$ cat config.mk
export PLATFORM = sky130hd
export DESIGN_NAME = sia_div_stage
export DESIGN_NICKNAME = d
export VERILOG_FILES = /design/src/rtl/core/sia_pkg.sv /design/src/rtl/core/sia_div_stage.sv
export SDC_FILE = /design/constraint.sdc
export NUM_CORES = 1
export LEC_CHECK = 0
export CAP_MARGIN = 20
export CORE_AREA = 3 3 135 137
export DETAILED_ROUTE_END_ITERATION = 8
export DIE_AREA = 0 0 138 140
export DONT_BUFFER_PORTS = 1
export PLACE_DENSITY = 0.78
export REMOVE_ABC_BUFFERS = 1
export SKIP_LAST_GASP = 1
export SYNTH_ARGS = -nofsm -noshare
export SYNTH_HDL_FRONTEND = slang
export SYNTH_SLANG_ARGS = --single-unit
$ cat constraint.sdc
create_clock -name i_clk -period 18.31 [get_ports i_clk]
set_input_delay 2.7465 -clock i_clk [delete_from_list [all_inputs] [get_ports i_clk]]
set_output_delay 2.7465 -clock i_clk [all_outputs]
set_load 0.005 [all_outputs]
$ cat src/rtl/core/sia_pkg.sv
// package: command and status codes, widths and stage payload types for the signed alu
package sia_pkg;
    localparam int unsigned DATA_W  = 32;
    localparam int unsigned CMD_W   = 4;
    localparam int unsigned STAT_W  = 2;
    localparam int unsigned N_DIV_STAGES = 8;

    typedef enum logic [CMD_W-1:0] {
        CMD_ADD = 4'd0,
        CMD_SUB = 4'd1,
        CMD_MUL = 4'd2,
        CMD_DIV = 4'd3,
        CMD_EQ  = 4'd4,
        CMD_NE  = 4'd5,
        CMD_LT  = 4'd6,
        CMD_LE  = 4'd7,
        CMD_GT  = 4'd8,
        CMD_GE  = 4'd9
    } t_cmd;

    typedef enum logic [STAT_W-1:0] {
        ST_OK     = 2'd0,
        ST_BADCMD = 2'd1,
        ST_DIV0   = 2'd2
    } t_status;

    // per-stage side information that does not go through the divider
    typedef struct packed {
        logic                    div_sel;
        logic                    div_neg;
        logic [DATA_W-1:0]       value;
        logic                    is_bool;
        logic [STAT_W-1:0]       status;
    } t_side;
endpackage

$ cat src/rtl/core/sia_div_stage.sv
// divider stage: several restoring division steps on an unsigned magnitude
module sia_div_stage
    import sia_pkg::*;
#(
    parameter int unsigned STEPS = 4
) (
    input  logic              i_clk,
    input  logic              i_en,
    input  logic [DATA_W-1:0] i_rem,
    input  logic [DATA_W-1:0] i_quo,
    input  logic [DATA_W-1:0] i_dvs,
    output logic [DATA_W-1:0] o_rem,
    output logic [DATA_W-1:0] o_quo,
    output logic [DATA_W-1:0] o_dvs
);
    logic [DATA_W-1:0] n_rem;
    logic [DATA_W-1:0] n_quo;
    logic [DATA_W:0]   trial;
    logic [DATA_W-1:0] r_rem;
    logic [DATA_W-1:0] r_quo;
    logic [DATA_W-1:0] r_dvs;

    always_comb begin
        n_rem = i_rem;
        n_quo = i_quo;
        trial = '0;
        for (int k = 0; k < STEPS; k++) begin
            trial = {n_rem, n_quo[DATA_W-1]} - {1'b0, i_dvs};
            n_quo = {n_quo[DATA_W-2:0], ~trial[DATA_W]};
            if (!trial[DATA_W]) begin
                n_rem = trial[DATA_W-1:0];
            end else begin
                n_rem = {n_rem[DATA_W-2:0], i_quo[DATA_W-1-k]};
            end
        end
    end

    always_ff @(posedge i_clk) begin
        if (i_en) begin
            r_rem <= n_rem;
            r_quo <= n_quo;
            r_dvs <= i_dvs;
        end
    end

    assign o_rem = r_rem;
    assign o_quo = r_quo;
    assign o_dvs = r_dvs;
endmodule

==> out/results.ini <==
[finish]
final_cell_mix = ha_1 (128), a21oi_1 (113), edfxtp_1 (96), a21o_1 (84), nor2_1 (80)
utilization_pct = 67.76
drive_gt1_share_pct = 8.792
area.growth.synth_to_final_pct = 4.131
final_common_cell = ha_1
nFillCells = 1378
nNetsFinal = 1442

[cts]
cts_buffers = 9
clockBufferDepth = 2
clock-sinks = 96
hold_buffers = 0
cts_root_buffer = clkbuf_16
tritoncts = yes
postCtsSetupBuffers = 0
clkTransAtPathRegs_ps = 80
cts_resized = 0
htreeDepth = 3

[routing]
wire_per_inst_um = 22.52
viasPerCell = 6.872
wirelength_um = 32490
drc = 0
vias = 9916
ant_nets = 0
detail_route.first_pass.iterations = 5
drt_iter0_markers = 1147

[worst_setup_path]
required_ps = 18530
critPathKind = in2reg
cp-start-kind = primary input
critPathMostFrequentCell = a21oi_1
critPathSlowestCell = nor2_4
cpPeakStageDelay_ps = 830
crit_fanout = 38
endpoint_kind = flip-flop
arrival_ps = 16490

[yosys]
ys_top_cells_by_area = edfxtp_1 (26%), ha_1 (14%), a21o_1 (5.6%)
synth_xor_area_share_pct = 9.538
yosys.area_share.adder_pct = 15.05
synth.cell_area_um2 = 11180
synth-async-reset-ratio_pct = 0
synth_top_area_share_pct = 25.79
yosysSeqAreaShare_pct = 25.79
synth_warnings = 0
synth_top_family_by_area = compound AO/OA/AOI/OAI gates
synth-seq-cells = 96
muxShareOfSynthArea_pct = 5.418
avgSynthCellArea_um2 = 9.124
synth_simple_gate_area_share_pct = 13.02
ys_types = 82
synth_compound_area_share_pct = 27.39
yosys.area.top_type = edfxtp_1
syn_inst = 1225
synth_ff_type = edfxtp_1
synth_edf_count = 96

[timing]
fin_setup_tns_ps = 0
timing.final.crit_share_pct = 88.84
timing.final.ws_setup_ps = 2044
max_clock_freq_mhz = 61.48
max_slew.worst_pin.slew_ps = 1081
rsz0062_at_grt = no
report.final.hold_viol_count = 0
min_period_ps = 16270
finalSetupViolCount = 0
slew_violations = 0
slew_headroom_pct = 27.95

[grt]
grt.total_usage_pct = 32.13
grt_start_max_net_pins = 97
antenna_found_initial = 1
grt_pass1_vias = 9189
grt_first_pass_wirelength_um = 50130
globalRouteOverflowTotal = 0

[hold_path]
min_path_type = in2reg

[job]
maxCapViolations = 0

[floorplan]
coreArea_um2 = 17180
num_rows = 48
io_pins = 194
dieWidth_um = 138
start_util_pct = 65.07
die_area_um2 = 19320
die_h_um = 140

[placed_design]
io_buffers = 0
dp_slack_ps = 1937
dpl.hpwl_um = 25790
place_congestion = 0.9414

[run_status]
status = finished clean

-- logic make-up after synthesis --
logic type,Yosys count
compound gates,445
xor+xnor,120
fa+ha+maj,132
buf+inv,93
flops,96
mux,54
simple gates,285
-- cells in the mapped netlist (all sizes together), types with 4 or more instances --
cell type,count
a221o,33
nand2,54
o211ai,5
o21bai,15
a21o,84
and3,10
or2,5
xnor2,71
o21ai,82
o31a,4
or3,5
nor4,11
nand2b,19
a22oi,27
o21a,17
nor2b,14
clkbuf,8
mux2,49
nor3,18
nor2,82
ha,128
nand3,26
nand4,9
a31oi,11
fa,4
a21boi,4
xor2,49
a211oi,9
mux2i,5
a21oi,114
a31o,4
and2,23
o22ai,5
edfxtp,96
a2111oi,5
inv,65
buf,20
-- path summary, 6_finish.rpt --
check	slack, ps	from	to	cells past startpoint
max	2040	i_dvs[25]	o_rem[6]	51
min	2470	i_dvs[15]	o_dvs[15]	0
-- registers in the layout, indices dropped and copies added, names as in the netlist --
| signal | flops |
|---|---|
| o_dvs | 32 |
| o_quo | 32 |
| o_rem | 32 |
-- per-layer routing --
metal | GRT usage [%] | vias up | wire length [µm]
met5 | 0 | - | 0
met4 | 8.944 | 0 | 770
met3 | 9.662 | 55 | 3947
met2 | 47.53 | 596 | 13730
met1 | 45.85 | 4639 | 14040
li1 | - | 4626 | -
-- stage by stage --
step / hold WS, ps / std cells / area, µm²
2_1_floorplan: 2845 / 1197 / 11000
3_3_place_gp: 2845 / 1426 / 11320
3_5_place_dp: 2845 / 1426 / 11320
4_1_cts: 2462 / 1442 / 11640
5_1_grt: 2458 / 1443 / 11640
6_report: 2468 / 1443 / 11640
-- area by class of cell --
type	instances	area, µm²	share of cell area (%)
repair buffers	4	30.03	0.2580
flip-flops and latches	96	2883	24.77
multi-input cells	1036	7878	67.68
diodes	1	2.502	0.02150
clock inverters	7	95.09	0.8170
inverters	65	244.0	2.096
well taps	225	281.5	2.419
clock buffers	9	225.2	1.935
-- worst max-delay path: cells and delay by family --
| kind | cells | cell delay [ps] |
|---|---|---|
| XOR/XNOR | 1 | 380 |
| AND/OR/NAND/NOR | 13 | 3940 |
| buffers and inverters | 6 | 1270 |
| adder cells (fa/ha/maj) | 4 | 1510 |
| multiplexers | 2 | 530 |
| AO/OA/AOI/OAI | 25 | 6070 |
Power is left out: the tool's default activity adds up to more than one toggle a clock period on the data nets, which glitch-free logic cannot reach.
