File: config.mk
export PLATFORM = sky130hd
export DESIGN_NAME = sia_front
export DESIGN_NICKNAME = d
export VERILOG_FILES = /design/src/rtl/core/sia_pkg.sv /design/src/rtl/core/sia_front.sv
export SDC_FILE = /design/constraint.sdc
export NUM_CORES = 2
export LEC_CHECK = 0
export BUFFER_PORTS_ARGS = -buffer_cell sky130_fd_sc_hd__buf_2
export CAP_MARGIN = 15
export CORE_MARGIN = 2
export CORE_UTILIZATION = 59
export CTS_BUF_LIST = sky130_fd_sc_hd__clkbuf_4 sky130_fd_sc_hd__clkbuf_8 sky130_fd_sc_hd__clkbuf_16
export DETAILED_ROUTE_END_ITERATION = 7
export HOLD_SLACK_MARGIN = 0.03
export PLACE_DENSITY = 0.77
export SYNTH_ARGS = -nofsm -noshare
export SYNTH_HDL_FRONTEND = slang
export SYNTH_SLANG_ARGS = --single-unit
File: constraint.sdc
create_clock -name i_clk -period 10.6 [get_ports i_clk]
set_input_delay 2.12 -clock i_clk [delete_from_list [all_inputs] [get_ports i_clk]]
set_output_delay 2.12 -clock i_clk [all_outputs]
set_load 0.005 [all_outputs]
File: src/rtl/core/sia_pkg.sv
// package: command and status codes, widths and stage payload types for the signed alu
package sia_pkg;
    localparam int unsigned DATA_W  = 32;
    localparam int unsigned CMD_W   = 4;
    localparam int unsigned STAT_W  = 2;
    localparam int unsigned N_DIV_STAGES = 8;

    typedef enum logic [CMD_W-1:0] {
        CMD_ADD = 4'd0,
        CMD_SUB = 4'd1,
        CMD_MUL = 4'd2,
        CMD_DIV = 4'd3,
        CMD_EQ  = 4'd4,
        CMD_NE  = 4'd5,
        CMD_LT  = 4'd6,
        CMD_LE  = 4'd7,
        CMD_GT  = 4'd8,
        CMD_GE  = 4'd9
    } t_cmd;

    typedef enum logic [STAT_W-1:0] {
        ST_OK     = 2'd0,
        ST_BADCMD = 2'd1,
        ST_DIV0   = 2'd2
    } t_status;

    // per-stage side information that does not go through the divider
    typedef struct packed {
        logic                    div_sel;
        logic                    div_neg;
        logic [DATA_W-1:0]       value;
        logic                    is_bool;
        logic [STAT_W-1:0]       status;
    } t_side;
endpackage

File: src/rtl/core/sia_front.sv
// front stage: decode, add/sub, compare, operand magnitudes and the multiply
module sia_front
    import sia_pkg::*;
(
    input  logic              i_clk,
    input  logic              i_en,
    input  logic [CMD_W-1:0]  i_command,
    input  logic [DATA_W-1:0] i_operand_a,
    input  logic [DATA_W-1:0] i_operand_b,
    output t_side             o_side,
    output logic [DATA_W-1:0] o_mag_a,
    output logic [DATA_W-1:0] o_mag_b
);
    t_side             n_side;
    t_side             r_side;
    logic [DATA_W-1:0] r_mag_a;
    logic [DATA_W-1:0] r_mag_b;
    logic              lt;
    logic              gt;
    logic              eq;
    logic [2*DATA_W-1:0] prod;

    assign lt   = $signed(i_operand_a) < $signed(i_operand_b);
    assign gt   = $signed(i_operand_b) < $signed(i_operand_a);
    assign eq   = i_operand_a == i_operand_b;
    assign prod = i_operand_a * i_operand_b;

    always_comb begin
        n_side = '0;
        n_side.status = ST_OK;
        case (t_cmd'(i_command))
            CMD_ADD: n_side.value = i_operand_a + i_operand_b;
            CMD_SUB: n_side.value = i_operand_a - i_operand_b;
            CMD_MUL: n_side.value = prod[DATA_W-1:0];
            CMD_DIV: begin
                if (i_operand_b == '0) begin
                    n_side.status = ST_DIV0;
                end else begin
                    n_side.div_sel = 1'b1;
                    n_side.div_neg = i_operand_a[DATA_W-1] ^ i_operand_b[DATA_W-1];
                end
            end
            CMD_EQ: begin n_side.value = DATA_W'(eq);  n_side.is_bool = 1'b1; end
            CMD_NE: begin n_side.value = DATA_W'(!eq); n_side.is_bool = 1'b1; end
            CMD_LT: begin n_side.value = DATA_W'(lt);  n_side.is_bool = 1'b1; end
            CMD_LE: begin n_side.value = DATA_W'(!gt); n_side.is_bool = 1'b1; end
            CMD_GT: begin n_side.value = DATA_W'(gt);  n_side.is_bool = 1'b1; end
            CMD_GE: begin n_side.value = DATA_W'(!lt); n_side.is_bool = 1'b1; end
            default: n_side.status = ST_BADCMD;
        endcase
    end

    always_ff @(posedge i_clk) begin
        if (i_en) begin
            r_side  <= n_side;
            r_mag_a <= i_operand_a[DATA_W-1] ? -i_operand_a : i_operand_a;
            r_mag_b <= i_operand_b[DATA_W-1] ? -i_operand_b : i_operand_b;
        end
    end

    assign o_side  = r_side;
    assign o_mag_a = r_mag_a;
    assign o_mag_b = r_mag_b;
endmodule

==> metrics.log <==
[metrics] final-report setup violation count: 0
[metrics] CTS tree: built
[metrics] path type of the worst setup path: in2reg
[metrics] prevailing post-synth register cell: sky130_fd_sc_hd__edfxtp_1
[metrics] measured slew at the worst slew-check pin: 1.15 ns
[metrics] height of the chip: 204 µm
[metrics] kind of start point of the critical path: input pin
[metrics] post-synthesis cell area: 23700 µm²
[metrics] top achievable clock speed: a little over 100 MHz
[metrics] routability congestion estimate: 1.08
[metrics] Worst setup EP type: flip-flop
[metrics] violations in the final reports: design-rule violations
[metrics] total iterations of the first detailed-routing run: 8
[metrics] DRC errors left: 1
[metrics] routed wire length: 97000 µm
[metrics] flip-flop and latch count after synthesis: ~100
[metrics] syn avg cell area: 8.82 µm²
[metrics] commonest cells after routing, fill and taps aside: sky130_fd_sc_hd__inv_1, sky130_fd_sc_hd__fa_1, sky130_fd_sc_hd__nor2_1, sky130_fd_sc_hd__nand2_1, sky130_fd_sc_hd__ha_1
[metrics] most common cell after layout, fill and taps aside: sky130_fd_sc_hd__inv_1
[metrics] number of flops mapped to enable cells by yosys: slightly above 100
[metrics] CTS buffer count: 9
[metrics] maxcap violations: 0
[metrics] post-CTS setup repair buffer count: 0
[metrics] vias post-DR: 21300
[metrics] dpl ws: 0.604 ns
[metrics] wire length of the first global-routing pass: about 140000 µm
[metrics] cell at the root of the clock tree: sky130_fd_sc_hd__clkbuf_16
[metrics] clk sink count: 101
[metrics] Max stage delay on crit path: 0.57 ns
[metrics] routed via count divided by cell count: 6.38
[metrics] result of the run: complete, but fails checks
[metrics] H-tree depth: 3
[metrics] Fin Setup TNS: 0 ns
[metrics] total global-route track usage: 48.0%
[metrics] final cycle utilization of the critical path: 90.9%
[metrics] io pins: approximately 170
[metrics] minimum setup slack in the final design: about 0.96 ns
[metrics] pin count of the biggest net entering global routing: 66
[metrics] setup repair after global routing missed its margin: false
[metrics] cell type of the slowest stage on the worst timing path: sky130_fd_sc_hd__fa_1
[metrics] Initial Util: 59.7%
[metrics] post-route minimum period: 9.64 ns
[metrics] dominant cell type by count on the critical path: sky130_fd_sc_hd__fa_1
[metrics] Clock Path Buffers: 2
[metrics] endpoints failing hold: 0
[metrics] post-detail-place hpwl: 76600 µm
[metrics] area added between synthesis and finish: 8.00%
[metrics] Post-Synthesis Net Count: 3383
[metrics] number of nets with antenna violations after routing: 0
[metrics] Yosys warning total: 0
[metrics] library cells used by synthesis: 75
[metrics] post-cts sizing count: 0
[metrics] CTS clk-pin slew, worst paths: 0.09 ns
[metrics] Final nets: approximately 3500
[metrics] number of antenna violations at the first check in global routing: 4
[metrics] largest fanout on the critical path: 9
[metrics] DRT iter0 DRCs: about 2500
[metrics] total congestion overflow after global routing: 0
[metrics] total count of max-transition violations in the final report: 0
[metrics] register area share after synthesis: 12.8%
[metrics] cells after synthesis: about 2700
[metrics] worst min-delay path category: in2reg
[metrics] detail-routed net length per standard cell: 29.1 µm
[metrics] share of flip-flops with an asynchronous set or reset after synthesis: 0%
[metrics] Core ar.: 39600 µm²
[metrics] FP Rows: 73
[metrics] width of the die: 204 µm
[metrics] hold buffer count at CTS: 0
[metrics] Die Area: 41700 µm²
[metrics] relative max-transition margin: 23.2%
[metrics] via count of the first global-routing pass: 22000
[metrics] worst path arrival time: 9.79 ns
[metrics] layout cell share with drive strength beyond 1: 10.7%
[metrics] Critical Path RT: about 11 ns
[metrics] Port Buf Inserts: 170
## worst paths after layout
kind | from | end | slack (ns) | cells past startpoint
max | i_operand_a[15] | o_side[33] | 0.96 | 26
min | i_command[1] | o_side[0] | 2.12 | 2
## flip-flops by register name, indices dropped and copies added, names as in the netlist
| register | count |
|---|---|
| o_mag_b | 32 |
| o_side | 37 |
| o_mag_a | 32 |
## critical path: cells and delay by family
| kind | cells | cell delay [ns] |
|---|---|---|
| adder cells (fa/ha/maj) | 9 | 4.22 |
| buffers and inverters | 6 | 0.70 |
| AO/OA/AOI/OAI | 7 | 2.08 |
| multiplexers | 1 | 0.20 |
| AND/OR/NAND/NOR | 3 | 0.46 |
## synthesized netlist by cell type, types with 8 or more instances
cell type,number,area share [%]
sky130_fd_sc_hd__o221ai_1,8,0.30
sky130_fd_sc_hd__a31oi_1,9,0.24
sky130_fd_sc_hd__or3_1,17,0.45
sky130_fd_sc_hd__xnor2_1,144,5.3
sky130_fd_sc_hd__nor4_1,9,0.24
sky130_fd_sc_hd__o31ai_1,26,0.82
sky130_fd_sc_hd__nor2_1,358,5.7
sky130_fd_sc_hd__nand3_1,24,0.51
sky130_fd_sc_hd__nor3_1,23,0.49
sky130_fd_sc_hd__a21oi_1,84,1.8
sky130_fd_sc_hd__ha_1,220,12
sky130_fd_sc_hd__o21ai_0,79,1.7
sky130_fd_sc_hd__xor2_1,26,0.96
sky130_fd_sc_hd__nor2b_1,14,0.37
sky130_fd_sc_hd__edfxtp_1,101,13
sky130_fd_sc_hd__o21a_1,10,0.32
sky130_fd_sc_hd__fa_1,410,35
sky130_fd_sc_hd__a21o_1,25,0.79
sky130_fd_sc_hd__clkinv_1,11,0.17
sky130_fd_sc_hd__inv_2,11,0.17
sky130_fd_sc_hd__o41ai_1,11,0.41
sky130_fd_sc_hd__nand4_1,13,0.34
sky130_fd_sc_hd__clkbuf_1,119,1.9
sky130_fd_sc_hd__or4_1,8,0.25
sky130_fd_sc_hd__o22ai_1,16,0.42
sky130_fd_sc_hd__inv_1,458,7.3
sky130_fd_sc_hd__a211oi_1,12,0.38
sky130_fd_sc_hd__buf_1,22,0.35
sky130_fd_sc_hd__o21bai_1,12,0.38
sky130_fd_sc_hd__nand2b_1,18,0.48
sky130_fd_sc_hd__nand2_1,280,4.4
## per-layer routing
layer	part of all wire, %	wire (µm)	up-vias	global-route usage [%]
met3	12	11900	462	13.2
met4	8.2	7990	4	31.4
met5	0.029	28	-	0
li1	-	-	8669	-
met2	44	42600	1572	74.0
met1	36	34400	10600	59.5
## final cells by class
type	instances	area, µm²
clock buffers	9	225
diodes	3	7.51
fillers	3393	14100
inverters	481	1820
well taps	525	657
repair buffers	251	1460
flip-flops and latches	101	3030
multi-input cells	1958	18300
clock inverters	7	95.1
## cells by family (layout without fill, tap and decap cells)
kind of cell / after synthesis / count (layout) / share of synthesized area [%]
fa+ha+maj: 630 / 630 / 46.3
other cells: 0 / 3 / 0
xor+xnor: 170 / 170 / 6.29
flops: 101 / 101 / 12.8
mux: 6 / 6 / 0.254
simple gates: 804 / 804 / 14.7
buf+inv: 624 / 748 / 10.0
compound gates: 348 / 348 / 9.59
## through the flow
step	util [%]	hold slack (ns)	area, µm²	instances
2_1_floorplan	-	2.22	23700	2683
3_3_place_gp	63.7	2.51	25200	3316
6_report	64.5	2.12	25600	3335
5_1_grt	64.5	2.12	25600	3332
3_5_place_dp	63.7	2.51	25200	3316
4_1_cts	64.5	2.11	25600	3332
Power is left out: the tool's default activity adds up to more than one toggle a clock period on the data nets, which glitch-free logic cannot reach.
